===== config.mk =====
export PLATFORM = sky130hd
export DESIGN_NAME = hex_dump_line_formatter_top
export DESIGN_NICKNAME = d
export VERILOG_FILES = /design/src/rtl/core/hdlf_pkg.sv /design/src/rtl/core/hdlf_front.sv /design/src/rtl/core/hdlf_jobq.sv /design/src/rtl/core/hdlf_back.sv /design/src/rtl/core/hex_dump_line_formatter_top.sv
export SDC_FILE = /design/constraint.sdc
export NUM_CORES = 1
export LEC_CHECK = 0
export ABC_CLOCK_PERIOD_IN_PS = 9070
export BUFFER_PORTS_ARGS = -buffer_cell sky130_fd_sc_hd__buf_2
export CAP_MARGIN = 15
export CORE_AREA = 4 4 377 379
export CTS_BUF_LIST = sky130_fd_sc_hd__clkbuf_4 sky130_fd_sc_hd__clkbuf_8
export DETAILED_ROUTE_END_ITERATION = 8
export DIE_AREA = 0 0 381 383
export SLEW_MARGIN = 20
export SYNTH_ARGS = -nofsm -noshare
export SYNTH_HDL_FRONTEND = slang
export SYNTH_SLANG_ARGS = --single-unit

===== constraint.sdc =====
create_clock -name clk -period 9.07 [get_ports clk]
set_input_delay 0.4535 -clock clk [delete_from_list [all_inputs] [get_ports clk]]
set_output_delay 0.4535 -clock clk [all_outputs]
set_load 0.02 [all_outputs]

===== src/rtl/core/hdlf_pkg.sv =====
`timescale 1ns / 1ps
// ----------------------------------------------------------------------------
// hdlf_pkg
// types, character codes and helper functions of the hex dump line formatter
// ----------------------------------------------------------------------------
package hdlf_pkg;

  // line geometry
  localparam int BYTES_PER_LINE = 16;
  localparam int IDX_W          = $clog2(BYTES_PER_LINE);
  localparam int CNT_W          = IDX_W + 1;
  localparam int HALF_LINE      = BYTES_PER_LINE / 2;
  localparam int OFS_W          = 32;
  localparam int OFS_DIGITS     = OFS_W / 4;

  // output word packing
  localparam int GROUP_CHARS = 8;
  localparam int GROUP_W     = GROUP_CHARS * 8;
  localparam int CCNT_W      = 4;
  localparam int ACC_CHARS   = 2 * GROUP_CHARS;
  localparam int ACC_W       = ACC_CHARS * 8;
  localparam int ACC_CNT_W   = $clog2(ACC_CHARS + 1);

  // queue depths
  localparam int JOBQ_DEPTH  = 2;
  localparam int JOBQ_PTR_W  = $clog2(JOBQ_DEPTH);
  localparam int JOBQ_CNT_W  = $clog2(JOBQ_DEPTH + 1);
  localparam int OUTQ_DEPTH  = 2;
  localparam int OUTQ_PTR_W  = $clog2(OUTQ_DEPTH);
  localparam int OUTQ_CNT_W  = $clog2(OUTQ_DEPTH + 1);

  // input kinds
  localparam logic KIND_DATA = 1'b0;
  localparam logic KIND_END  = 1'b1;

  // character codes
  localparam logic [7:0] CH_ESC     = 8'h1b;
  localparam logic [7:0] CH_LBRACK  = 8'h5b;
  localparam logic [7:0] CH_M       = 8'h6d;
  localparam logic [7:0] CH_SPACE   = 8'h20;
  localparam logic [7:0] CH_DOT     = 8'h2e;
  localparam logic [7:0] CH_NL      = 8'h0a;
  localparam logic [7:0] CH_ZERO    = 8'h30;
  localparam logic [7:0] CH_LOWER_A = 8'h61;
  localparam logic [7:0] PRINT_LO   = 8'h20;
  localparam logic [7:0] PRINT_HI   = 8'h7e;
  localparam logic [7:0] WS_LO      = 8'h0a;
  localparam logic [7:0] WS_HI      = 8'h0d;

  // color class codes
  localparam logic [7:0] CLS_NULL  = 8'h37;
  localparam logic [7:0] CLS_SPACE = 8'h92;
  localparam logic [7:0] CLS_PRINT = 8'h96;
  localparam logic [7:0] CLS_CTRL  = 8'h95;
  localparam logic [7:0] CLS_HIGH  = 8'h93;

  typedef struct packed {
    logic       kind;
    logic [7:0] data_byte;
  } in_word_t;

  typedef struct packed {
    logic [GROUP_W-1:0] chars;
    logic [CCNT_W-1:0]  char_count;
    logic               line_done;
    logic               stream_done;
  } out_word_t;

  // one complete line handed from front to back
  typedef struct packed {
    logic [BYTES_PER_LINE-1:0][7:0] line_bytes;
    logic [CNT_W-1:0]               count;
    logic                           final_line;
    logic [OFS_W-1:0]               offset;
  } job_t;

  typedef struct packed {
    logic full;
    logic empty;
  } jobq_stat_t;

  // formatter phases of one line
  typedef enum logic [3:0] {
    PH_IDLE,
    PH_OFS,
    PH_GAP,
    PH_HEX,
    PH_MID,
    PH_SEP,
    PH_ASC,
    PH_END,
    PH_FLUSH
  } phase_t;

  function automatic logic [7:0] hex_char(input logic [3:0] nib);
    if (nib < 4'd10) begin
      return CH_ZERO + {4'd0, nib};
    end
    return CH_LOWER_A + {4'd0, nib} - 8'd10;
  endfunction

  function automatic logic [7:0] class_code(input logic [7:0] b);
    if (b == 8'h00) begin
      return CLS_NULL;
    end
    if (b[7]) begin
      return CLS_HIGH;
    end
    if (b == CH_SPACE || (b >= WS_LO && b <= WS_HI)) begin
      return CLS_SPACE;
    end
    if (b > PRINT_LO && b <= PRINT_HI) begin
      return CLS_PRINT;
    end
    return CLS_CTRL;
  endfunction

  function automatic logic [7:0] shown(input logic [7:0] b);
    return (b >= PRINT_LO && b <= PRINT_HI) ? b : CH_DOT;
  endfunction

endpackage


===== src/rtl/core/hdlf_front.sv =====
`timescale 1ns / 1ps
// ----------------------------------------------------------------------------
// hdlf_front
// collects input bytes into a line buffer and hands finished lines to the back
// ----------------------------------------------------------------------------
module hdlf_front (
  input  logic                 clk,
  input  logic                 rst_n,
  input  logic                 in_push,
  output logic                 in_full,
  input  hdlf_pkg::in_word_t   in_data,
  input  hdlf_pkg::jobq_stat_t jq_stat,
  output logic                 jq_push,
  output hdlf_pkg::job_t       jq_wdata
);

  logic [hdlf_pkg::IDX_W-1:0] fill_r, fill_nxt;
  logic [hdlf_pkg::OFS_W-1:0] offset_r, offset_nxt;
  logic [7:0]                 line_r [hdlf_pkg::BYTES_PER_LINE];
  logic                       accept;
  logic                       is_end;
  logic                       line_full;

  // handshake and classification
  assign in_full   = jq_stat.full;
  assign accept    = in_push && !in_full;
  assign is_end    = (in_data.kind == hdlf_pkg::KIND_END);
  assign line_full = (fill_r == hdlf_pkg::IDX_W'(hdlf_pkg::BYTES_PER_LINE - 1));
  assign jq_push   = accept && (is_end || line_full);

  // line job, with the arriving byte merged into its slot
  always_comb begin
    for (int k = 0; k < hdlf_pkg::BYTES_PER_LINE; k++) begin
      jq_wdata.line_bytes[k] = (!is_end && fill_r == hdlf_pkg::IDX_W'(k)) ?
                               in_data.data_byte : line_r[k];
    end
    jq_wdata.count      = is_end ? {1'b0, fill_r} :
                          hdlf_pkg::CNT_W'(hdlf_pkg::BYTES_PER_LINE);
    jq_wdata.final_line = is_end;
    jq_wdata.offset     = offset_r;
  end

  // fill count and line offset
  always_comb begin
    fill_nxt   = fill_r;
    offset_nxt = offset_r;
    if (accept) begin
      if (is_end) begin
        fill_nxt   = '0;
        offset_nxt = '0;
      end else if (line_full) begin
        fill_nxt   = '0;
        offset_nxt = offset_r + hdlf_pkg::OFS_W'(hdlf_pkg::BYTES_PER_LINE);
      end else begin
        fill_nxt = fill_r + 1'b1;
      end
    end
  end

  always_ff @(posedge clk) begin
    if (!rst_n) begin
      fill_r   <= '0;
      offset_r <= '0;
    end else begin
      fill_r   <= fill_nxt;
      offset_r <= offset_nxt;
    end
  end

  // line buffer
  always_ff @(posedge clk) begin
    if (accept && !is_end) begin
      line_r[fill_r] <= in_data.data_byte;
    end
  end

endmodule


===== src/rtl/core/hdlf_jobq.sv =====
`timescale 1ns / 1ps
// ----------------------------------------------------------------------------
// hdlf_jobq
// short queue of complete lines between the front and the back
// ----------------------------------------------------------------------------
module hdlf_jobq (
  input  logic                 clk,
  input  logic                 rst_n,
  input  logic                 push,
  input  hdlf_pkg::job_t       wdata,
  input  logic                 pop,
  output hdlf_pkg::job_t       rdata,
  output hdlf_pkg::jobq_stat_t stat
);

  hdlf_pkg::job_t                  mem_r [hdlf_pkg::JOBQ_DEPTH];
  logic [hdlf_pkg::JOBQ_PTR_W-1:0] wr_ptr_r, rd_ptr_r;
  logic [hdlf_pkg::JOBQ_CNT_W-1:0] cnt_r, cnt_nxt;

  assign rdata      = mem_r[rd_ptr_r];
  assign stat.full  = (cnt_r == hdlf_pkg::JOBQ_CNT_W'(hdlf_pkg::JOBQ_DEPTH));
  assign stat.empty = (cnt_r == '0);

  // occupancy
  always_comb begin
    case ({push, pop})
      2'b10:   cnt_nxt = cnt_r + 1'b1;
      2'b01:   cnt_nxt = cnt_r - 1'b1;
      default: cnt_nxt = cnt_r;
    endcase
  end

  always_ff @(posedge clk) begin
    if (!rst_n) begin
      wr_ptr_r <= '0;
      rd_ptr_r <= '0;
      cnt_r    <= '0;
    end else begin
      if (push) begin
        wr_ptr_r <= wr_ptr_r + 1'b1;
      end
      if (pop) begin
        rd_ptr_r <= rd_ptr_r + 1'b1;
      end
      cnt_r <= cnt_nxt;
    end
  end

  // storage
  always_ff @(posedge clk) begin
    if (push) begin
      mem_r[wr_ptr_r] <= wdata;
    end
  end

endmodule


===== src/rtl/core/hdlf_back.sv =====
`timescale 1ns / 1ps
// ----------------------------------------------------------------------------
// hdlf_back
// walks a line cell by cell, packs the text into words of up to eight characters
// ----------------------------------------------------------------------------
module hdlf_back (
  input  logic                 clk,
  input  logic                 rst_n,
  input  logic                 color_enable,
  input  hdlf_pkg::jobq_stat_t jq_stat,
  output logic                 jq_pop,
  input  hdlf_pkg::job_t       jq_rdata,
  output logic                 out_empty,
  input  logic                 out_pop,
  output hdlf_pkg::out_word_t  out_data
);

  hdlf_pkg::phase_t               state_r, state_nxt;
  logic [hdlf_pkg::IDX_W-1:0]     idx_r, idx_nxt;
  hdlf_pkg::job_t                 job_r;
  logic                           color_r;
  logic [hdlf_pkg::ACC_W-1:0]     acc_r, acc_nxt, acc_shift;
  logic [hdlf_pkg::ACC_CNT_W-1:0] fill_r, fill_nxt, emit_n, rem;

  // current segment
  logic [hdlf_pkg::GROUP_W-1:0]   seg_chars;
  logic [hdlf_pkg::CCNT_W-1:0]    seg_len;
  logic                           seg_valid;
  logic                           seg_take;

  // cell data
  logic [7:0] cur_byte;
  logic [7:0] code;
  logic [7:0] esc_c1, esc_c2, hex_hi, hex_lo, asc_ch;
  logic       blank;

  // packer
  logic                           seg_done, has_group, can_emit, emit, emit_last;
  hdlf_pkg::out_word_t            emit_word;

  // output queue
  hdlf_pkg::out_word_t            oq_r [hdlf_pkg::OUTQ_DEPTH];
  logic [hdlf_pkg::OUTQ_PTR_W-1:0] oq_wr_r, oq_rd_r;
  logic [hdlf_pkg::OUTQ_CNT_W-1:0] oq_cnt_r, oq_cnt_nxt;
  logic                           oq_full, oq_pop;

  // cell fields of the byte under the index
  always_comb begin
    cur_byte = job_r.line_bytes[idx_r];
    blank    = ({1'b0, idx_r} >= job_r.count);
    code     = hdlf_pkg::class_code(cur_byte);
    esc_c1   = blank ? hdlf_pkg::CH_ZERO : hdlf_pkg::hex_char(code[7:4]);
    esc_c2   = blank ? hdlf_pkg::CH_ZERO : hdlf_pkg::hex_char(code[3:0]);
    hex_hi   = blank ? hdlf_pkg::CH_SPACE : hdlf_pkg::hex_char(cur_byte[7:4]);
    hex_lo   = blank ? hdlf_pkg::CH_SPACE : hdlf_pkg::hex_char(cur_byte[3:0]);
    asc_ch   = blank ? hdlf_pkg::CH_SPACE : hdlf_pkg::shown(cur_byte);
  end

  // fsm outputs: segment text for the current phase, line fetch
  always_comb begin
    seg_chars = '0;
    seg_len   = '0;
    seg_valid = 1'b0;
    jq_pop    = 1'b0;
    case (state_r)
      hdlf_pkg::PH_IDLE: begin
        jq_pop = !jq_stat.empty;
      end
      hdlf_pkg::PH_OFS: begin
        for (int k = 0; k < hdlf_pkg::OFS_DIGITS; k++) begin
          seg_chars[8*k +: 8] =
            hdlf_pkg::hex_char(job_r.offset[hdlf_pkg::OFS_W-1-4*k -: 4]);
        end
        seg_len   = hdlf_pkg::CCNT_W'(hdlf_pkg::OFS_DIGITS);
        seg_valid = 1'b1;
      end
      hdlf_pkg::PH_GAP: begin
        seg_chars[15:0] = {hdlf_pkg::CH_SPACE, hdlf_pkg::CH_SPACE};
        seg_len         = 4'd2;
        seg_valid       = 1'b1;
      end
      hdlf_pkg::PH_MID, hdlf_pkg::PH_SEP: begin
        seg_chars[7:0] = hdlf_pkg::CH_SPACE;
        seg_len        = 4'd1;
        seg_valid      = 1'b1;
      end
      hdlf_pkg::PH_HEX: begin
        seg_valid = 1'b1;
        if (color_r) begin
          seg_chars = {hdlf_pkg::CH_SPACE, hex_lo, hex_hi, hdlf_pkg::CH_M,
                       esc_c2, esc_c1, hdlf_pkg::CH_LBRACK, hdlf_pkg::CH_ESC};
          seg_len   = 4'd8;
        end else begin
          seg_chars[23:0] = {hdlf_pkg::CH_SPACE, hex_lo, hex_hi};
          seg_len         = 4'd3;
        end
      end
      hdlf_pkg::PH_ASC: begin
        seg_valid = 1'b1;
        if (color_r) begin
          seg_chars[47:0] = {asc_ch, hdlf_pkg::CH_M, esc_c2, esc_c1,
                             hdlf_pkg::CH_LBRACK, hdlf_pkg::CH_ESC};
          seg_len         = 4'd6;
        end else begin
          seg_chars[7:0] = asc_ch;
          seg_len        = 4'd1;
        end
      end
      hdlf_pkg::PH_END: begin
        seg_valid = 1'b1;
        if (color_r) begin
          seg_chars[39:0] = {hdlf_pkg::CH_NL, hdlf_pkg::CH_M, hdlf_pkg::CH_ZERO,
                             hdlf_pkg::CH_LBRACK, hdlf_pkg::CH_ESC};
          seg_len         = 4'd5;
        end else begin
          seg_chars[7:0] = hdlf_pkg::CH_NL;
          seg_len        = 4'd1;
        end
      end
      default: begin
        seg_valid = 1'b0;
      end
    endcase
  end

  // fsm next state and cell index
  always_comb begin
    state_nxt = state_r;
    idx_nxt   = idx_r;
    case (state_r)
      hdlf_pkg::PH_IDLE: begin
        if (!jq_stat.empty) begin
          state_nxt = hdlf_pkg::PH_OFS;
          idx_nxt   = '0;
        end
      end
      hdlf_pkg::PH_OFS: begin
        if (seg_take) state_nxt = hdlf_pkg::PH_GAP;
      end
      hdlf_pkg::PH_GAP: begin
        if (seg_take) begin
          state_nxt = hdlf_pkg::PH_HEX;
          idx_nxt   = '0;
        end
      end
      hdlf_pkg::PH_HEX: begin
        if (seg_take) begin
          if (idx_r == hdlf_pkg::IDX_W'(hdlf_pkg::BYTES_PER_LINE - 1)) begin
            state_nxt = hdlf_pkg::PH_SEP;
            idx_nxt   = '0;
          end else begin
            idx_nxt = idx_r + 1'b1;
            if (idx_r == hdlf_pkg::IDX_W'(hdlf_pkg::HALF_LINE - 1)) begin
              state_nxt = hdlf_pkg::PH_MID;
            end
          end
        end
      end
      hdlf_pkg::PH_MID: begin
        if (seg_take) state_nxt = hdlf_pkg::PH_HEX;
      end
      hdlf_pkg::PH_SEP: begin
        if (seg_take) state_nxt = hdlf_pkg::PH_ASC;
      end
      hdlf_pkg::PH_ASC: begin
        if (seg_take) begin
          if (idx_r == hdlf_pkg::IDX_W'(hdlf_pkg::BYTES_PER_LINE - 1)) begin
            state_nxt = hdlf_pkg::PH_END;
            idx_nxt   = '0;
          end else begin
            idx_nxt = idx_r + 1'b1;
          end
        end
      end
      hdlf_pkg::PH_END: begin
        if (seg_take) state_nxt = hdlf_pkg::PH_FLUSH;
      end
      hdlf_pkg::PH_FLUSH: begin
        if (emit && emit_last) state_nxt = hdlf_pkg::PH_IDLE;
      end
      default: begin
        state_nxt = hdlf_pkg::PH_IDLE;
      end
    endcase
  end

  // packer: emit a word from the bottom, append the segment above what is left
  always_comb begin
    seg_done  = (state_r == hdlf_pkg::PH_FLUSH);
    has_group = (fill_r >= hdlf_pkg::ACC_CNT_W'(hdlf_pkg::GROUP_CHARS));
    emit_last = seg_done && (fill_r <= hdlf_pkg::ACC_CNT_W'(hdlf_pkg::GROUP_CHARS));
    can_emit  = has_group || (seg_done && fill_r != '0);
    emit      = can_emit && !oq_full;
    emit_n    = has_group ? hdlf_pkg::ACC_CNT_W'(hdlf_pkg::GROUP_CHARS) : fill_r;
    rem       = emit ? (fill_r - emit_n) : fill_r;
    acc_shift = emit ? (acc_r >> hdlf_pkg::GROUP_W) : acc_r;
    seg_take  = seg_valid &&
                (({1'b0, rem} + (hdlf_pkg::ACC_CNT_W + 1)'(seg_len)) <=
                 (hdlf_pkg::ACC_CNT_W + 1)'(hdlf_pkg::ACC_CHARS));
    acc_nxt   = acc_shift;
    fill_nxt  = rem;
    if (seg_take) begin
      acc_nxt  = acc_shift |
                 ({{(hdlf_pkg::ACC_W - hdlf_pkg::GROUP_W){1'b0}}, seg_chars} <<
                  {rem, 3'b000});
      fill_nxt = rem + hdlf_pkg::ACC_CNT_W'(seg_len);
    end
    emit_word.chars       = acc_r[hdlf_pkg::GROUP_W-1:0];
    emit_word.char_count  = emit_n[hdlf_pkg::CCNT_W-1:0];
    emit_word.line_done   = emit_last;
    emit_word.stream_done = emit_last && job_r.final_line;
  end

  // control registers
  always_ff @(posedge clk) begin
    if (!rst_n) begin
      state_r <= hdlf_pkg::PH_IDLE;
      idx_r   <= '0;
      acc_r   <= '0;
      fill_r  <= '0;
    end else begin
      state_r <= state_nxt;
      idx_r   <= idx_nxt;
      acc_r   <= acc_nxt;
      fill_r  <= fill_nxt;
    end
  end

  // line fetch, color mode taken at line start
  always_ff @(posedge clk) begin
    if (jq_pop) begin
      job_r   <= jq_rdata;
      color_r <= color_enable;
    end
  end

  // output queue
  assign oq_full   = (oq_cnt_r == hdlf_pkg::OUTQ_CNT_W'(hdlf_pkg::OUTQ_DEPTH));
  assign out_empty = (oq_cnt_r == '0);
  assign oq_pop    = out_pop && !out_empty;
  assign out_data  = oq_r[oq_rd_r];

  always_comb begin
    case ({emit, oq_pop})
      2'b10:   oq_cnt_nxt = oq_cnt_r + 1'b1;
      2'b01:   oq_cnt_nxt = oq_cnt_r - 1'b1;
      default: oq_cnt_nxt = oq_cnt_r;
    endcase
  end

  always_ff @(posedge clk) begin
    if (!rst_n) begin
      oq_wr_r  <= '0;
      oq_rd_r  <= '0;
      oq_cnt_r <= '0;
    end else begin
      if (emit) begin
        oq_wr_r <= oq_wr_r + 1'b1;
      end
      if (oq_pop) begin
        oq_rd_r <= oq_rd_r + 1'b1;
      end
      oq_cnt_r <= oq_cnt_nxt;
    end
  end

  always_ff @(posedge clk) begin
    if (emit) begin
      oq_r[oq_wr_r] <= emit_word;
    end
  end

endmodule


===== src/rtl/core/hex_dump_line_formatter_top.sv =====
`timescale 1ns / 1ps
// ----------------------------------------------------------------------------
// hex_dump_line_formatter_top
// Bytes in, hex dump text out: 16 bytes per line, an 8-digit offset, two hex
// halves and an ASCII column, with optional ANSI color escapes per cell. Text
// leaves as words of up to eight characters. The front takes one byte per
// cycle into its line buffer while in_full is low; a finished line goes into
// a two-line queue, so input stalls only when two lines wait behind the one
// being formatted. The back formats one cell per cycle (offset, gap, 16 hex
// cells, middle space, separator, 16 ASCII cells, line end) while its packer
// has room for the cell text. An end word flushes the pending bytes as a
// final line with blank slots, flagged by stream_done, and restarts the
// offset. color_enable is taken when the back starts a line.
// ----------------------------------------------------------------------------
module hex_dump_line_formatter_top (
  input  logic                clk,
  input  logic                rst_n,
  input  logic                in_push,
  output logic                in_full,
  input  hdlf_pkg::in_word_t  in_data,
  output logic                out_empty,
  input  logic                out_pop,
  output hdlf_pkg::out_word_t out_data,
  input  logic                cfg_we,
  input  logic                cfg_wdata
);

  logic                 color_r;
  logic                 jq_push, jq_pop;
  hdlf_pkg::job_t       jq_wdata, jq_rdata;
  hdlf_pkg::jobq_stat_t jq_stat;

  // configuration register
  always_ff @(posedge clk) begin
    if (!rst_n) begin
      color_r <= 1'b1;
    end else if (cfg_we) begin
      color_r <= cfg_wdata;
    end
  end

  // byte collection
  hdlf_front u_front (
    .clk      (clk),
    .rst_n    (rst_n),
    .in_push  (in_push),
    .in_full  (in_full),
    .in_data  (in_data),
    .jq_stat  (jq_stat),
    .jq_push  (jq_push),
    .jq_wdata (jq_wdata)
  );

  // line queue
  hdlf_jobq u_jobq (
    .clk   (clk),
    .rst_n (rst_n),
    .push  (jq_push),
    .wdata (jq_wdata),
    .pop   (jq_pop),
    .rdata (jq_rdata),
    .stat  (jq_stat)
  );

  // line formatting
  hdlf_back u_back (
    .clk          (clk),
    .rst_n        (rst_n),
    .color_enable (color_r),
    .jq_stat      (jq_stat),
    .jq_pop       (jq_pop),
    .jq_rdata     (jq_rdata),
    .out_empty    (out_empty),
    .out_pop      (out_pop),
    .out_data     (out_data)
  );

endmodule


# Word-level counts from Yosys, hierarchy flattened

Memory sizes are Yosys's and may differ from the RTL's. A register that Yosys moved wholly into a read port is not among the register bits.
Cells that the tools add are included.

Output and inout bits: 72
Bits in writable memories: 600
Memories kept: 3
Word-level logic and storage cells: 330
Flip-flop bits (word level): 187

Memories:

| name           | depth | width | rd ports | clocked after Yosys merged registers in | write ports | RTL line         | RTL |
|---|---|---|---|---|---|---|---|
| u_jobq.mem_r   | 2     | 166   | 1        | 1                                       | 1           | hdlf_jobq.sv:16  | `hdlf_pkg::job_t mem_r [hdlf_pkg::JOBQ_DEPTH];` |
| u_back.oq_r    | 2     | 70    | 1        | 1                                       | 1           | hdlf_back.sv:42  | `hdlf_pkg::out_word_t oq_r [hdlf_pkg::OUTQ_DEPTH];` |
| u_front.line_r | 16    | 8     | 16       | 0                                       | 1           | hdlf_front.sv:19 | `logic [7:0] line_r [hdlf_pkg::BYTES_PER_LINE];` |

Magnitude comparators: 22
$add $sub $neg: 50
Shift operators: 1
Equality and inequality tests: 44
Multiplexer cells: 140
Reductions and logical operators: 55
Bitwise gates (word level): 1

Operators with widths:

| cell                    | count |
|---|---|
| $mux W8                 | 56 |
| $mux W128               | 2 |
| $or A128 B128 Y128      | 1 |
| $shl A64 B8 Y128        | 1 |
| $add A7 B4 Y8 const A   | 12 |
| $pmux W24 S4            | 1 |
| $sub A8 B4 Y8 const B   | 12 |
| $add A6 B4 Y7 const A   | 12 |
| $pmux W8 S5             | 2 |
| $mux W4                 | 18 |
| $mux W32                | 2 |
| $lt A4 B4 Y1 const B    | 12 |
| $eq A4 B4 Y1 const B    | 10 |
| $mux W1                 | 40 |
| $mux W40                | 1 |
| $mux W38                | 1 |
| $eq A4 B3 Y1 const B    | 9 |
| $add A32 B5 Y32 const B | 1 |
| $bmux W8 S4             | 1 |
| $pmux W16 S2            | 1 |
| $pmux W4 S8             | 1 |
| $logic_and A1 B1 Y1     | 29 |
| $mux W28                | 1 |
| $mux W5                 | 5 |
| 45 further kinds        | 82 |

# Longest topological paths before layout

Word-level depth: 24
Depth in mapped cells: 23

# Modules after synthesis

Synthesis repeated with hierarchy kept, for this count alone.

Cell total of the unflattened synthesis: 3049
Area total of the unflattened synthesis: 41473.5 um2

By module, submodules not included:

| module                      | sequential area each (um2) | instances | area an instance (um2) | cells an instance |
|---|---|---|---|---|
| hdlf_back                   | 12141.6                    | 1         | 21847.2                | 1951 |
| hdlf_jobq                   | 10069.7                    | 1         | 12182.9                | 538 |
| hdlf_front                  | 4484.3                     | 1         | 7409.6                 | 557 |
| hex_dump_line_formatter_top | 20.0                       | 1         | 33.8                   | 3 |

# Least setup slack after synthesis

OpenSTA, ideal clock, no wires.

Path kind: register to register
Start point: register u_back.state_r[0]
End point: register u_jobq.cnt_r[1] (netlist bit)
Data required time: 9.000 ns
Library setup time: 0.070 ns
Arrival time: 9.807 ns
Clock period less this slack: 9.877 ns
Setup slack: -0.807 ns
Stages on the path, launching flop included: 8
Path through: dfxtp_1 > buf_2 > nor3_1 > o21a_1 > nor2b_1 > ha_1 > or3_1 > a21oi_1

Cells in the longest elaborated chain, start to end: 4
Elaborated cells between the ends (all ways): 6
Classes of those cells: 2 x eq/ne; 2 x mux; 2 x reduce/logical

RTL lines:

| what                                                     | RTL line                          | RTL |
|---|---|---|
| start: declaration                                       | hdlf_back.sv:18                   | `hdlf_pkg::phase_t state_r, state_nxt;` |
| start signal: assignment                                 | hdlf_back.sv:217                  | `state_r <= hdlf_pkg::PH_IDLE;` |
| start signal: assignment                                 | hdlf_back.sv:222                  | `state_r <= state_nxt;` |
| $logic_not A4 Y1 (*)                                     | hdlf_back.sv:65                   | `case (state_r)` |
| $mux W1 (*)                                              | hdlf_back.sv:65                   |  |
| named net jq_pop                                         | hex_dump_line_formatter_top.sv:29 | `logic jq_push, jq_pop;` |
| $eq A2 B1 Y1 / $eq A2 B2 Y1 (equally long branches)      | hdlf_jobq.sv:26                   | `case ({push, pop})` |
| $pmux W2 S2 / $reduce_bool A2 Y1 (equally long branches) | --                                |  |
| end signal: assignment                                   | hdlf_jobq.sv:45                   | `cnt_r <= cnt_nxt;` |
| end: declaration                                         | hdlf_jobq.sv:18                   | `logic [hdlf_pkg::JOBQ_CNT_W-1:0] cnt_r, cnt_nxt;` |

Mark *: on every way through the listed nets, which the timed path passes. The rest lies on a longest branch.
A chain may end at the register's enable or synchronous reset.

# Worst setup path after layout

Start point: register u_back.state_r[3]
End point: register u_back.acc_r[54] (netlist bit)

Cells in the longest elaborated chain, start to end: 9
Elaborated cells between the ends (all ways): 29
Classes of those cells: 1 x add/sub; 1 x order compare; 8 x eq/ne; 1 x shift; 10 x mux; 1 x bitwise; 7 x reduce/logical

RTL lines:

| what                                                                  | RTL line         | RTL |
|---|---|---|
| parallel branches: the longest is 8 deep, another holds $add A5 B4 Y6 | --               |  |
| $mux W128 (*)                                                         | hdlf_back.sv:202 | `if (seg_take) begin` |
| end signal: assignment                                                | hdlf_back.sv:224 | `acc_r <= acc_nxt;` |
| end: declaration                                                      | hdlf_back.sv:22  | `logic [hdlf_pkg::ACC_W-1:0] acc_r, acc_nxt, acc_shift;` |

Mark *: on every way between the ends.

==> impl_metrics.yaml <==
yosys:
  ys.flop_type: "edfxtp_1"
  synth_nets: 2960
  syn-mean-instance-area_sq_um: 13.8
  synth_cell_type_count: 115
  netlist_instances: 2913
  synthTopCellsByArea: "edfxtp_1 (57%), mux2_2 (10%), dfxtp_1 (9.1%)"
  synth_common_cells: "edfxtp_1 (755), mux2_2 (371), nand2_1 (241)"
  synth_area_sq_um: 40100
  async_reset_ff_share_pct: 0
  yosys.cell_count.top_type: "edfxtp_1"
  seq_area_frac_synth_pct: 65.7
  ys_seq_elements: 938
  synth_top_area_share_pct: 56.5
  synth_enable_flop_cells: 755
  yosysTopAreaCell: "edfxtp_1"
  yosysWarnings: 0
clock_tree:
  cts_made_buffers: 152
  cts_tree: "done"
  ctsHoldBuffers: 3
  postCtsSetupRepairBufs: 0
  clk_latency_ns: 0.87
  cts_htree_levels: 4
  clockRootBuffer: "clkbuf_8"
  clkSinkCount: 938
  clockBufferDepth: 3
  path_clk_slew_ns: 0.07
  cts_resized: 0
floorplanning:
  design.core.area_sq_um: 139000
  rows: 137
  ioPinCount: 87
  die_area_sq_um: 146000
  start_util_pct: 28.9
  die_w_um: 381
  die_h_um: 383
critical_path:
  worstPathArrival_ns: 7.31
  timing.rr.end: "u_back.acc_r[54]$_SDFF_PN0_"
  max_stage_delay_ns: 0.89
  cp_cell_sequence: "or4b_4, nor2b_2, o21a_2, inv_4, mux2i_4, inv_2, fa_1, or2_2, nor3_1, mux2_2, o221ai_1, buf_4, or2_2, nor2_1, nand2_1, o221ai_1"
  cp_top_family: "simple AND/OR/NAND/NOR gates"
  cp-start-kind: "flip-flop"
  slowest_stage: "nor2_1"
  crit_buf_inv: 3
  crit_cells: 16
  rr_worst_depth: 16
  critPathRequiredTime_ns: 9.82
  path_class: "flip-flop to flip-flop"
  cp_max_fo: 55
  reg2reg_setup_slack_ns: 2.51
  reg2reg_from: "u_back.state_r[3]$_SDFFE_PN0P_"
  cp-end-kind: "flip-flop"
timing:
  drv_slew: 0
  fin_crit_sh_pct: 72.3
  setup_violations: 0
  slew_headroom_pct: 22.4
  tns_ns: 0
  hold_ws_ns: 0.186
  hold_violations: 0
  clock.fmax_ghz: 0.152
  min_period_ns: 6.56
  finClkSkew_ns: 0.0659
  worst_pin_slew_ns: 1.16
  rsz0062_at_grt: "no"
finish:
  fin_nets: 3092
  instances_no_fill: 4984
  area_delta_synth_final_pct: 14.1
  drive_gt1_share_pct: 26.6
  final_core_util_pct: 33.0
power:
  p_per_area_nw_per_um2: 297
  comb_power_share_pct: 28.8
  p_int_uw: 8840
  pwr-share-seq_pct: 43.3
  swShare_pct: 34.9
  power_uw: 13600
  clkPwrFrac_pct: 28.0
  leakage_uw: 0.0152
  ir_drop_mv: 0.220
  netSwitchingPower_uw: 4740
detailed_routing:
  drc: 0
  first_pass_iters: 6
  num_vias: 24800
  viasPerCell: 4.98
  routed_wirelength_um: 104000
  wl_per_cell_um: 20.9
  first_iter_violations: 2136
  detail-route-antenna-nets: 0
global_routing:
  grt_max_degree: 166
  antenna_found_initial: 4
  grt.total_usage_pct: 14.0
  grt_pass1_vias: 24300
  gr-total-overflow: 0
  grt_pass1_wl_um: 156000
flow_run:
  cap_violations: 0
status:
  outcome: "finished clean"
min_path:
  whs_endpoint: "u_front.line_r[6][7]$_DFFE_PP_"
  hp-class: "input port to flip-flop"
  whs_path_depth: 1
  hp-start: "in_data[7]"
place:
  dp.cells: 4695
  place.gp.congestion: 0.922
  hpwl_um: 66400
  io_buffers: 86
-- final cells by class --
class	count	area, sq um
antenna	3	7.51
tap	1807	2260
fill	13600	93100
multi-input combinational	1772	13000
clock buffer	208	2550
sequential	938	26300
inverter	51	201
timing repair buffer	130	793
clock inverter	75	618
-- cells by family after synthesis --
logic type / count (synthesis) / synth area share [%]
and+or+nand+nor: 698 / 7.78
other: 1 / 0.00935
xor gates and xnor gates: 34 / 0.743
adders and majority gates: 32 / 1.02
muxes: 439 / 12.7
DFF: 938 / 65.7
buffers and inverters: 203 / 2.17
AOI/OAI and AO/OA: 568 / 9.93
-- power groups by stage --
stage	Clock (uW)	Sequential, uW	Combinational (uW)
2_1_floorplan	0	5840	2690
3_3_place_gp	0	5940	3870
3_5_place_dp	0	5970	3870
4_1_cts	3900	5880	3900
5_1_grt	4100	5950	4200
6_report	3800	5880	3910
-- worst max path at each step --
stage	slack (ns)	start	endpoint
6_report	2.51	u_back.state_r[3]$_SDFFE_PN0P_	u_back.acc_r[54]$_SDFF_PN0_
5_1_grt	2.12	u_back.state_r[3]$_SDFFE_PN0P_	u_back.acc_r[54]$_SDFF_PN0_
4_1_cts	2.55	u_back.state_r[3]$_SDFFE_PN0P_	u_back.acc_r[59]$_SDFF_PN0_
3_5_place_dp	2.55	u_back.state_r[3]$_SDFFE_PN0P_	u_back.acc_r[59]$_SDFF_PN0_
3_3_place_gp	2.57	u_back.state_r[3]$_SDFFE_PN0P_	u_back.acc_r[59]$_SDFF_PN0_
2_1_floorplan	0.47	u_jobq.cnt_r[0]$_SDFFE_PN0P_	u_jobq.mem_r[0][100]$_DFFE_PP_
-- layer usage --
metal  routed length (um)  part of all wire, %  vias up  track usage [%]
met5                    0                    0        -                0
met4                 2680                  2.6        0             4.73
met3                 6110                  5.9      179             2.63
met2                47500                   46      818             22.0
met1                47900                   46    12400             19.4
li1                     -                    -    11400                -
-- registers in the layout (all words and copies together), names as in the netlist, 2 cells and up, named ones only --
register          count
u_jobq.mem_r        324
u_back.job_r        162
u_back.oq_r         140
u_back.acc_r        128
u_front.line_r      128
u_front.offset_r     28
u_back.fill_r         5
u_back.idx_r          4
u_back.state_r        4
u_front.fill_r        4
u_back.oq_cnt_r       2
u_jobq.cnt_r          2
-- stage by stage --
| step | setup WS (ns) | cell area, sq um |
|---|---|---|
| 6_report | 2.51 | 45800 |
| 5_1_grt | 2.12 | 45800 |
| 4_1_cts | 2.55 | 45700 |
| 3_5_place_dp | 2.55 | 42600 |
| 3_3_place_gp | 2.57 | 42500 |
| 2_1_floorplan | 0.474 | 40100 |
-- cells in the final DEF (no fill, tap or decap), types with 12 or more instances in the layout --
master | netlist | layout
and2_1 | 16 | 14
a21oi_1 | 137 | 137
clkinv_1 | 2 | 32
clkbuf_8 | 0 | 158
a211oi_1 | 17 | 17
a221oi_1 | 16 | 16
inv_1 | 45 | 44
buf_2 | 13 | 86
mux2i_1 | 50 | 50
xnor2_1 | 21 | 21
mux2_2 | 371 | 371
xor2_1 | 13 | 13
o21a_1 | 18 | 18
a31oi_1 | 35 | 35
nand3_1 | 43 | 43
a21o_1 | 13 | 13
nand2_1 | 241 | 241
nor2_1 | 235 | 231
or3_1 | 19 | 19
nor3_1 | 40 | 34
and3_1 | 25 | 25
o221ai_1 | 12 | 12
nor2b_1 | 17 | 16
clkbuf_4 | 0 | 50
dfxtp_1 | 183 | 180
o22ai_1 | 26 | 26
clkinv_2 | 0 | 20
nand2b_1 | 13 | 13
o21ai_0 | 94 | 93
buf_4 | 3 | 39
o22a_1 | 22 | 22
ha_1 | 31 | 31
a22oi_1 | 31 | 31
edfxtp_1 | 755 | 755
mux4_2 | 12 | 12
Note: power is estimated with default switching activity, not from simulation.
